`src/design/pbbr_pkg.sv`:
```
// ============================================================================
// pbbr_pkg: shared types and constants for the particle box boundary block
// Holds the default coordinate width, damping format, register indexes and
// the control group that travels with each particle through the pipeline.
// ============================================================================
package pbbr_pkg;

  localparam int PBBR_COORD_BITS = 20;
  localparam int PBBR_DAMP_BITS  = 16;
  localparam int PBBR_IDX_BITS   = 3;

  // Register indexes on the configuration port.
  localparam logic [PBBR_IDX_BITS-1:0] PBBR_REG_LOW_CORNER  = 3'd0;
  localparam logic [PBBR_IDX_BITS-1:0] PBBR_REG_HIGH_CORNER = 3'd1;
  localparam logic [PBBR_IDX_BITS-1:0] PBBR_REG_MARGIN      = 3'd2;
  localparam logic [PBBR_IDX_BITS-1:0] PBBR_REG_ROOF_OPEN   = 3'd3;
  localparam logic [PBBR_IDX_BITS-1:0] PBBR_REG_DIST_DAMP   = 3'd4;
  localparam logic [PBBR_IDX_BITS-1:0] PBBR_REG_ENERGY_DAMP = 3'd5;

  // Reset values of the registers that do not clear to zero.
  localparam int PBBR_MARGIN_RST      = 4096;
  localparam int PBBR_ENERGY_DAMP_RST = 32768;

  // Control group that rides along with the payload.
  // vld: a particle occupies the stage. en: faces may still correct it
  // (cleared when the particle leaves through the roof). hit: a face fired.
  typedef struct packed {
    logic vld;
    logic en;
    logic hit;
  } pbbr_ctl_t;

endpackage

```
`src/design/pbbr_face.sv`:
```
// ============================================================================
// pbbr_face: one face check with push-back and reflection, three stages
// Stage A finds the penetration depth and decides the hit, stage B forms the
// push-back and reflection products, stage C rounds, subtracts and saturates.
// ============================================================================
module pbbr_face
  import pbbr_pkg::*;
#(
  parameter int COORD_BITS = PBBR_COORD_BITS
) (
  input  logic                            clk,
  input  logic                            rst_n,
  input  logic                            high_face,
  input  logic                            refl_pos,
  input  logic        [COORD_BITS-1:0]    bound,
  input  logic        [COORD_BITS-2:0]    margin,
  input  logic        [PBBR_DAMP_BITS-1:0] dist_damp,
  input  logic        [PBBR_DAMP_BITS-1:0] energy_damp,
  input  pbbr_ctl_t                       ctl_in,
  input  logic signed [COORD_BITS-1:0]    pos_in,
  input  logic signed [COORD_BITS-1:0]    vel_in,
  output pbbr_ctl_t                       ctl_out,
  output logic signed [COORD_BITS-1:0]    pos_out,
  output logic signed [COORD_BITS-1:0]    vel_out
);

  localparam int CB = COORD_BITS;
  localparam int DB = PBBR_DAMP_BITS;
  localparam int DW = CB + 1;          // depth
  localparam int EW = CB + 2;          // depth compared against margin
  localparam int PW = DW + DB + 2;     // depth times push-back factor
  localparam int VW = CB + DB + 1;     // velocity times energy factor
  localparam int SW = CB + 3;          // value before saturation

  localparam logic signed [PW-1:0] RND_P = PW'(1) << (DB - 1);
  localparam logic signed [VW:0]   RND_V = (VW + 1)'(1) << (DB - 1);
  localparam logic signed [SW-1:0] SAT_MAX = SW'((1 << (CB - 1)) - 1);
  localparam logic signed [SW-1:0] SAT_MIN = -SW'(1 << (CB - 1));

  function automatic logic signed [CB-1:0] sat(input logic signed [SW-1:0] x);
    logic signed [CB-1:0] res;
    if (x > SAT_MAX) begin
      res = SAT_MAX[CB-1:0];
    end else if (x < SAT_MIN) begin
      res = SAT_MIN[CB-1:0];
    end else begin
      res = x[CB-1:0];
    end
    return res;
  endfunction

  // --------------------------------------------------------------------------
  // Stage A: depth and hit decision
  // --------------------------------------------------------------------------
  logic signed [DW-1:0] depth;
  logic signed [EW-1:0] depth_ext;
  logic signed [EW-1:0] margin_ext;
  logic signed [EW-1:0] depth_plus_m;
  logic                 outside_hi;
  logic                 outside_lo;
  logic                 near_hi;
  logic                 near_lo;
  logic                 vel_is_pos;
  logic                 vel_is_neg;
  logic                 hit_nxt;
  logic                 refl_nxt;

  assign depth        = $signed({pos_in[CB-1], pos_in}) - $signed({bound[CB-1], bound});
  assign depth_ext    = $signed({depth[DW-1], depth});
  assign margin_ext   = $signed({3'b000, margin});
  assign depth_plus_m = depth_ext + margin_ext;
  assign outside_hi   = !depth[DW-1] && (depth != '0);
  assign outside_lo   = depth[DW-1];
  assign near_hi      = depth_ext < margin_ext;
  assign near_lo      = !depth_plus_m[EW-1] && (depth_plus_m != '0);
  assign vel_is_pos   = !vel_in[CB-1] && (vel_in != '0);
  assign vel_is_neg   = vel_in[CB-1];

  assign hit_nxt  = ctl_in.vld && ctl_in.en &&
                    (high_face ? (outside_hi && near_hi) : (outside_lo && near_lo));
  assign refl_nxt = hit_nxt && (refl_pos ? vel_is_pos : vel_is_neg);

  pbbr_ctl_t            ctl_a_r;
  logic                 hit_a_r;
  logic                 refl_a_r;
  logic signed [DW-1:0] depth_a_r;
  logic signed [CB-1:0] pos_a_r;
  logic signed [CB-1:0] vel_a_r;

  always_ff @(posedge clk) begin
    if (!rst_n) begin
      ctl_a_r  <= '0;
      hit_a_r  <= 1'b0;
      refl_a_r <= 1'b0;
    end else begin
      ctl_a_r  <= ctl_in;
      hit_a_r  <= hit_nxt;
      refl_a_r <= refl_nxt;
    end
  end

  always_ff @(posedge clk) begin
    depth_a_r <= depth;
    pos_a_r   <= pos_in;
    vel_a_r   <= vel_in;
  end

  // --------------------------------------------------------------------------
  // Stage B: products
  // --------------------------------------------------------------------------
  logic signed [DB+1:0] push_fac;
  logic signed [DB:0]   keep_fac;
  logic signed [PW-1:0] push_prod_nxt;
  logic signed [VW-1:0] vel_prod_nxt;

  // Push-back factor is one plus the damping fraction, Q1.16.
  assign push_fac      = $signed({2'b01, dist_damp});
  assign keep_fac      = $signed({1'b0, energy_damp});
  assign push_prod_nxt = depth_a_r * push_fac;
  assign vel_prod_nxt  = vel_a_r * keep_fac;

  pbbr_ctl_t            ctl_b_r;
  logic                 hit_b_r;
  logic                 refl_b_r;
  logic signed [PW-1:0] push_prod_b_r;
  logic signed [VW-1:0] vel_prod_b_r;
  logic signed [CB-1:0] pos_b_r;
  logic signed [CB-1:0] vel_b_r;

  always_ff @(posedge clk) begin
    if (!rst_n) begin
      ctl_b_r  <= '0;
      hit_b_r  <= 1'b0;
      refl_b_r <= 1'b0;
    end else begin
      ctl_b_r  <= ctl_a_r;
      hit_b_r  <= hit_a_r;
      refl_b_r <= refl_a_r;
    end
  end

  always_ff @(posedge clk) begin
    push_prod_b_r <= push_prod_nxt;
    vel_prod_b_r  <= vel_prod_nxt;
    pos_b_r       <= pos_a_r;
    vel_b_r       <= vel_a_r;
  end

  // --------------------------------------------------------------------------
  // Stage C: round half up, apply and saturate
  // --------------------------------------------------------------------------
  logic signed [PW-1:0] push_sum;
  logic signed [SW-1:0] corr;
  logic signed [SW-1:0] pos_full;
  logic signed [VW:0]   vel_neg;
  logic signed [VW:0]   vel_sum;
  logic signed [CB+1:0] vel_rnd;
  logic signed [SW-1:0] vel_full;
  pbbr_ctl_t            ctl_nxt;
  logic signed [CB-1:0] pos_nxt;
  logic signed [CB-1:0] vel_nxt;

  assign push_sum = push_prod_b_r + RND_P;
  assign corr     = $signed(push_sum[PW-1:DB]);
  assign pos_full = $signed({{3{pos_b_r[CB-1]}}, pos_b_r}) - corr;
  assign vel_neg  = -$signed({vel_prod_b_r[VW-1], vel_prod_b_r});
  assign vel_sum  = vel_neg + RND_V;
  assign vel_rnd  = $signed(vel_sum[VW:DB]);
  assign vel_full = $signed({vel_rnd[CB+1], vel_rnd});

  always_comb begin
    ctl_nxt     = ctl_b_r;
    ctl_nxt.hit = ctl_b_r.hit || hit_b_r;
    pos_nxt     = hit_b_r ? sat(pos_full) : pos_b_r;
    vel_nxt     = refl_b_r ? sat(vel_full) : vel_b_r;
  end

  pbbr_ctl_t            ctl_c_r;
  logic signed [CB-1:0] pos_c_r;
  logic signed [CB-1:0] vel_c_r;

  always_ff @(posedge clk) begin
    if (!rst_n) begin
      ctl_c_r <= '0;
    end else begin
      ctl_c_r <= ctl_nxt;
    end
  end

  always_ff @(posedge clk) begin
    pos_c_r <= pos_nxt;
    vel_c_r <= vel_nxt;
  end

  assign ctl_out = ctl_c_r;
  assign pos_out = pos_c_r;
  assign vel_out = vel_c_r;

endmodule

```
`config.mk`:
```
export PLATFORM = sky130hd
export DESIGN_NAME = pbbr_face
export DESIGN_NICKNAME = d
export VERILOG_FILES = /design/src/design/pbbr_pkg.sv /design/src/design/pbbr_face.sv
export SDC_FILE = /design/constraint.sdc
export NUM_CORES = 2
export LEC_CHECK = 0
export BUFFER_PORTS_ARGS = -buffer_cell sky130_fd_sc_hd__buf_2
export CAP_MARGIN = 10
export CORE_AREA = 2 2 233 235
export CTS_CLUSTER_DIAMETER = 80
export DETAILED_ROUTE_END_ITERATION = 12
export DIE_AREA = 0 0 235 237
export HOLD_SLACK_MARGIN = 0.05
export PLACE_DENSITY = 0.83
export SYNTH_ARGS = -nofsm -noshare
export SYNTH_HDL_FRONTEND = slang
export SYNTH_SLANG_ARGS = --single-unit
```
`constraint.sdc`:
```
create_clock -name clk -period 11 [get_ports clk]
set_input_delay 1.1 -clock clk [delete_from_list [all_inputs] [get_ports clk]]
set_output_delay 1.1 -clock clk [all_outputs]
set_load 0.05 [all_outputs]
```
* Word level (Yosys, flattened, before mapping)
Cells that the tools add are included.
** Word-level totals
- Register bits after elaboration :: 230
- Input port bits :: 118
- Logic and storage cells :: 58
** Cells by class
- Add/subtract/negate cells :: 6
- Multipliers :: 2
- Order comparisons :: 5
- Mux-type cells :: 8
- Reductions and logical operators :: 15
** Operators by type and width (count)
- 2-to-1 mux 20 bit :: 6
- adder 39 x 17 -> 39 bit, second input constant :: 1
- multiplier 21 x 18 -> 39 bit :: 1
- adder 38 x 17 -> 38 bit, second input constant :: 1
- negator 37 -> 38 bit :: 1
- multiplier 20 x 17 -> 37 bit :: 1
- > comparator 23 x 20 -> 1 bit, second input constant :: 1
- < comparator 23 x 20 -> 1 bit, second input constant :: 1
- subtractor 20 x 23 -> 23 bit :: 1
- adder 21 x 20 -> 22 bit :: 1
- > comparator 22 x 20 -> 1 bit, second input constant :: 1
- < comparator 22 x 20 -> 1 bit, second input constant :: 1
- nonzero test 22 bit :: 1
- < comparator 21 x 20 -> 1 bit :: 1
- nonzero test 21 bit :: 1
- subtractor 20 x 20 -> 21 bit :: 1
- nonzero test 20 bit :: 1
- logical AND 1 bit :: 8
- zero test 1 bit :: 3
- 2-to-1 mux 1 bit :: 2
- logical OR 1 bit :: 1

* Logic depth before layout (Yosys ltp)
- Depth in word-level cells :: 8
- Gate-level depth with buffers :: 25
- Mapped depth without buffers :: 23

* Worst setup path after synthesis
Ideal clock, no wire load.
- Kind :: input to register
- Start :: input port energy_damp[8]
- End :: register vel_prod_b_r[28]
- Arrival :: 6.835 ns
- Required time :: 10.930 ns
- Path slack :: 4.095 ns
- Cell stages on the path :: 23
- Buffers on the path :: 1
- Cell sequence :: clkbuf_1 nand2_1 fa_1 inv_1 fa_1 inv_1 fa_1 inv_1 fa_1 fa_1 inv_1 fa_1 inv_1 ha_1 o21ai_0 nand2b_1 or4b_2 o21ai_0 a41oi_1 o21a_1 o21ai_0 nand3_1 a21oi_1
** Between the ends
- Word-level cells in the longest chain between the ends :: 1
** Ends and longest elaborated chain
- start, declared :: line pbbr_face.sv:18 : input logic [PBBR_DAMP_BITS-1:0] energy_damp,
- multiplier 20 x 17 -> 37 bit :: line pbbr_face.sv:120 : assign vel_prod_nxt = vel_a_r * keep_fac;
- via vel_prod_nxt[28] :: line pbbr_face.sv:114 : logic signed [VW-1:0] vel_prod_nxt;
- end signal, assigned :: line pbbr_face.sv:144 : vel_prod_b_r <= vel_prod_nxt;
- end, declared :: line pbbr_face.sv:126 : logic signed [VW-1:0] vel_prod_b_r;
The timed path passes the listed nets, and every way through them passes these cells.
A chain may end at the register's enable or synchronous reset.

* Worst setup path after layout
- Start :: register vel_a_r[9]
- End :: register vel_prod_b_r[34]
** Between the ends
- Word-level cells in the longest chain between the ends :: 1
** Ends and longest elaborated chain
- start, declared :: line pbbr_face.sv:88 : logic signed [CB-1:0] vel_a_r;
- start signal, assigned :: line pbbr_face.sv:105 : vel_a_r <= vel_in;
- multiplier 20 x 17 -> 37 bit :: line pbbr_face.sv:120
- via vel_prod_nxt[34] :: line pbbr_face.sv:114
The timed path passes the listed nets, and every way through them passes these cells.

==> flow_summary.ini <==
[outcome]
outcome = finished, final reports clean

[critical_path]
crit_path_end_kind = flip-flop
path_delay_family = adder cells
worst_ep_required_time_ps = 11420
r2r.worst_path.cells = 19
critical_path_class = reg -> reg
critPathMaxStageDelay_ps = 960
critPathSlowestCell = dfxtp_1
critPathCapture = vel_prod_b_r[34]
timing.critical_path.cells = nand2_1, fa_1, fa_1, fa_1, inv_1, fa_1, fa_1, inv_1, fa_1, inv_1, ha_1, nand3_1, or4b_2, o21ai_0, a2111oi_0, o21bai_1, a21bo_2, a21oi_1, xnor2_1
timing.rr.start = vel_a_r[9]
maximum_fanout_encountered_on_the_critical_timing_path = 17
worst-r2r-setup-slack_ps = 3590
cp_data_arrival_time_ps = 7830
cpMostUsedCell = fa_1
crit_start = vel_a_r[9]
worst-path-buf-inv = 3
crit_cells = 19
worst_setup_path_start_kind = flip-flop
critical_path.reg2reg.endpoint = vel_prod_b_r[34]

[timing]
grt_setup_unrepaired = false
maxClockFrequency_mhz = 134.9
drv_slew = 0
setup_viol = 0
slew_headroom_pct = 28.24
hold_slack_ps = 297.7
timing_worst_slew_pin_value_ps = 1067
finalHoldViolCount = 0
min_period_over_period_pct = 67.37
fin_crit_ps = 7411
finalSetupTns_ps = 0
timing.clock.skew_ps = 38.67

[clocking]
cts-buffers-inserted = 27
clock_sink_count = 215
cts-htree-levels = 1
insertion_delay_to_the_later_sink_of_the_worst_skew_pair_ps = 560
clk_transition_reported_paths_ps = 60
post_cts_buffers = 0
postCtsResizedCells = 0
tritoncts = built
root_buffer = clkbuf_16
clk_path_buf_depth = 3
post_cts_hold_fix_bufs = 0

[floorplanning]
die_w_um = 235
start_util_pct = 64.34
std_cell_rows = 85
die_h_um = 237
die-area_um2 = 55700
floorplan.core_area_um2 = 53280
design.portCount = 161

[yosys]
synthesis.area_per_instance_um2 = 8.975
cells_taking_the_most_area_after_synthesis = fa_1 (40%), dfxtp_1 (13%), inv_1 (9.8%)
synth_top_cell_by_area = fa_1
ys_async_sr_fraction_pct = 0
synth_ff_type = dfxtp_1
yosysWarningCount = 0
syn_area_um2 = 34280
synth.yosys.seq_area_share_pct = 12.55
synthCells = 3820
syn-num-nets = 4881
synth.distinct_cells = 74
synth_edf_count = 0
ys_seq_elements = 215
post-synth-top-area-fraction_pct = 39.59

[final_layout]
post_route_cells_drive_above_1_share_pct = 5.925
antenna_cells_inserted = 0
layout.cells.most_common_list = inv_1 (899), fa_1 (678), nand2_1 (441)
seq_area_um2 = 4304
finalNetCount = 4940
multiInputGateArea_um2 = 26110
postLayoutCoreUtil_pct = 68.25
synth_to_layout_area_growth_pct = 6.076
fillCellCount = 4181
final_common_cell = inv_1

[place]
globalplace.congestion = 0.9464
buffers_on_ports = 160
detail_placement_hpwl_um = 67740

[worst_hold_path]
min-delay-start = pos_a_r[3]
hold_crit_path_type = reg -> reg

[grt]
global_route.overflow_total = 0
grt_antenna_before_repair = 5
grt_pass1_vias = 27620
grt_util_all_layers_pct = 31.19
grt_pass1_wl_um = 138600
maximum_number_of_pins_on_one_net_before_global_route_repair = 23

[detailed_routing]
average_detailed_routed_wire_length_per_instance_um = 18.12
drc_violation_total_after_the_first_tritonroute_iteration = 1708
via_count = 25900
final_antenna_net_count = 0
postRouteWirelength_um = 83270
drc_errors = 0
drt-pass1-iter-count = 6
post_drt_via_cell_ratio = 5.636

[flow_run]
max_cap_violations = 0
==> worst min-delay path by stage <==
| stage | endpoint | slack, ps | cells past startpoint |
|---|---|---|---|
| finish | pos_b_r[3] | 300 | 0 |
| global route | pos_b_r[3] | 300 | 0 |
| CTS | pos_b_r[3] | 290 | 0 |
| detailed placement | pos_b_r[11] | 310 | 0 |
| global placement | pos_b_r[16] | 310 | 0 |
| floorplan | pos_b_r[0] | 310 | 0 |
==> sequential cells by signal, summed over array words and instances (netlist names), 20 cells and up <==
| signal | cells |
|---|---|
| vel_b_r | 20 |
| vel_out | 20 |
| pos_b_r | 20 |
| push_prod_b_r | 24 |
| vel_a_r | 20 |
| pos_a_r | 20 |
| pos_out | 20 |
| depth_a_r | 21 |
| vel_prod_b_r | 37 |
==> cells in the mapped netlist, types with 23 or more instances <==
master,n
a21o_1,26
a21oi_1,123
and2_1,291
clkbuf_1,129
dfxtp_1,215
fa_1,678
ha_1,265
inv_1,899
nand2_1,441
nand2b_1,24
nand3_1,48
nor2_1,115
nor2b_1,23
nor3_1,43
o21a_1,30
o21ai_0,86
xnor2_1,80
xor2_1,46
==> layer usage <==
metal / vias to the layer above / GRT usage [%] / share of wire (%)
li1: 11720 / - / -
met1: 12910 / 41.50 / 40
met2: 1022 / 51.06 / 47
met3: 243 / 5.141 / 7.5
met4: 0 / 13.10 / 5.0
met5: - / 0 / 0
==> worst register-to-register path: stages, from the launching register on <==
cell and delay (ps):
dfxtp_1 960, nand2_1 200, fa_1 510, fa_1 510, fa_1 510, inv_1 60, fa_1 490, fa_1 500
inv_1 50, fa_1 480, inv_1 40, ha_1 340, nand3_1 150, or4b_2 620, o21ai_0 800, a2111oi_0 330
o21bai_1 330, a21bo_2 180, a21oi_1 70, xnor2_1 130
==> per-stage QoR <==
stage / instances / area (µm²) / worst slack, ps
2_1_floorplan: 3820 / 34280 / 4095
3_3_place_gp: 4546 / 35480 / 3310
3_5_place_dp: 4546 / 35480 / 3249
4_1_cts: 4595 / 36370 / 3705
5_1_grt: 4595 / 36370 / 3262
6_report: 4595 / 36370 / 3589
==> area by class of cell <==
cell class	instances	share of cell area, %
Tap cell	696	2.395
Clock inverter	9	0.2546
Multi-Input combinational cell	2573	71.79
Clock buffer	40	2.185
Timing Repair Buffer	163	2.264
Inverter	899	9.279
Sequential cell	215	11.84
==> cell families after synthesis <==
logic type	count (synthesis)	synth area share (%)
compound gates	435	8.303
xor+xnor	126	3.219
fa+ha+maj	943	49.26
buf+inv	1032	11.32
flops	215	12.55
mux	5	0.1533
simple gates	1064	15.19
Power is left out: the tool's default activity adds up to more than one toggle a clock period on the data nets, which glitch-free logic cannot reach.
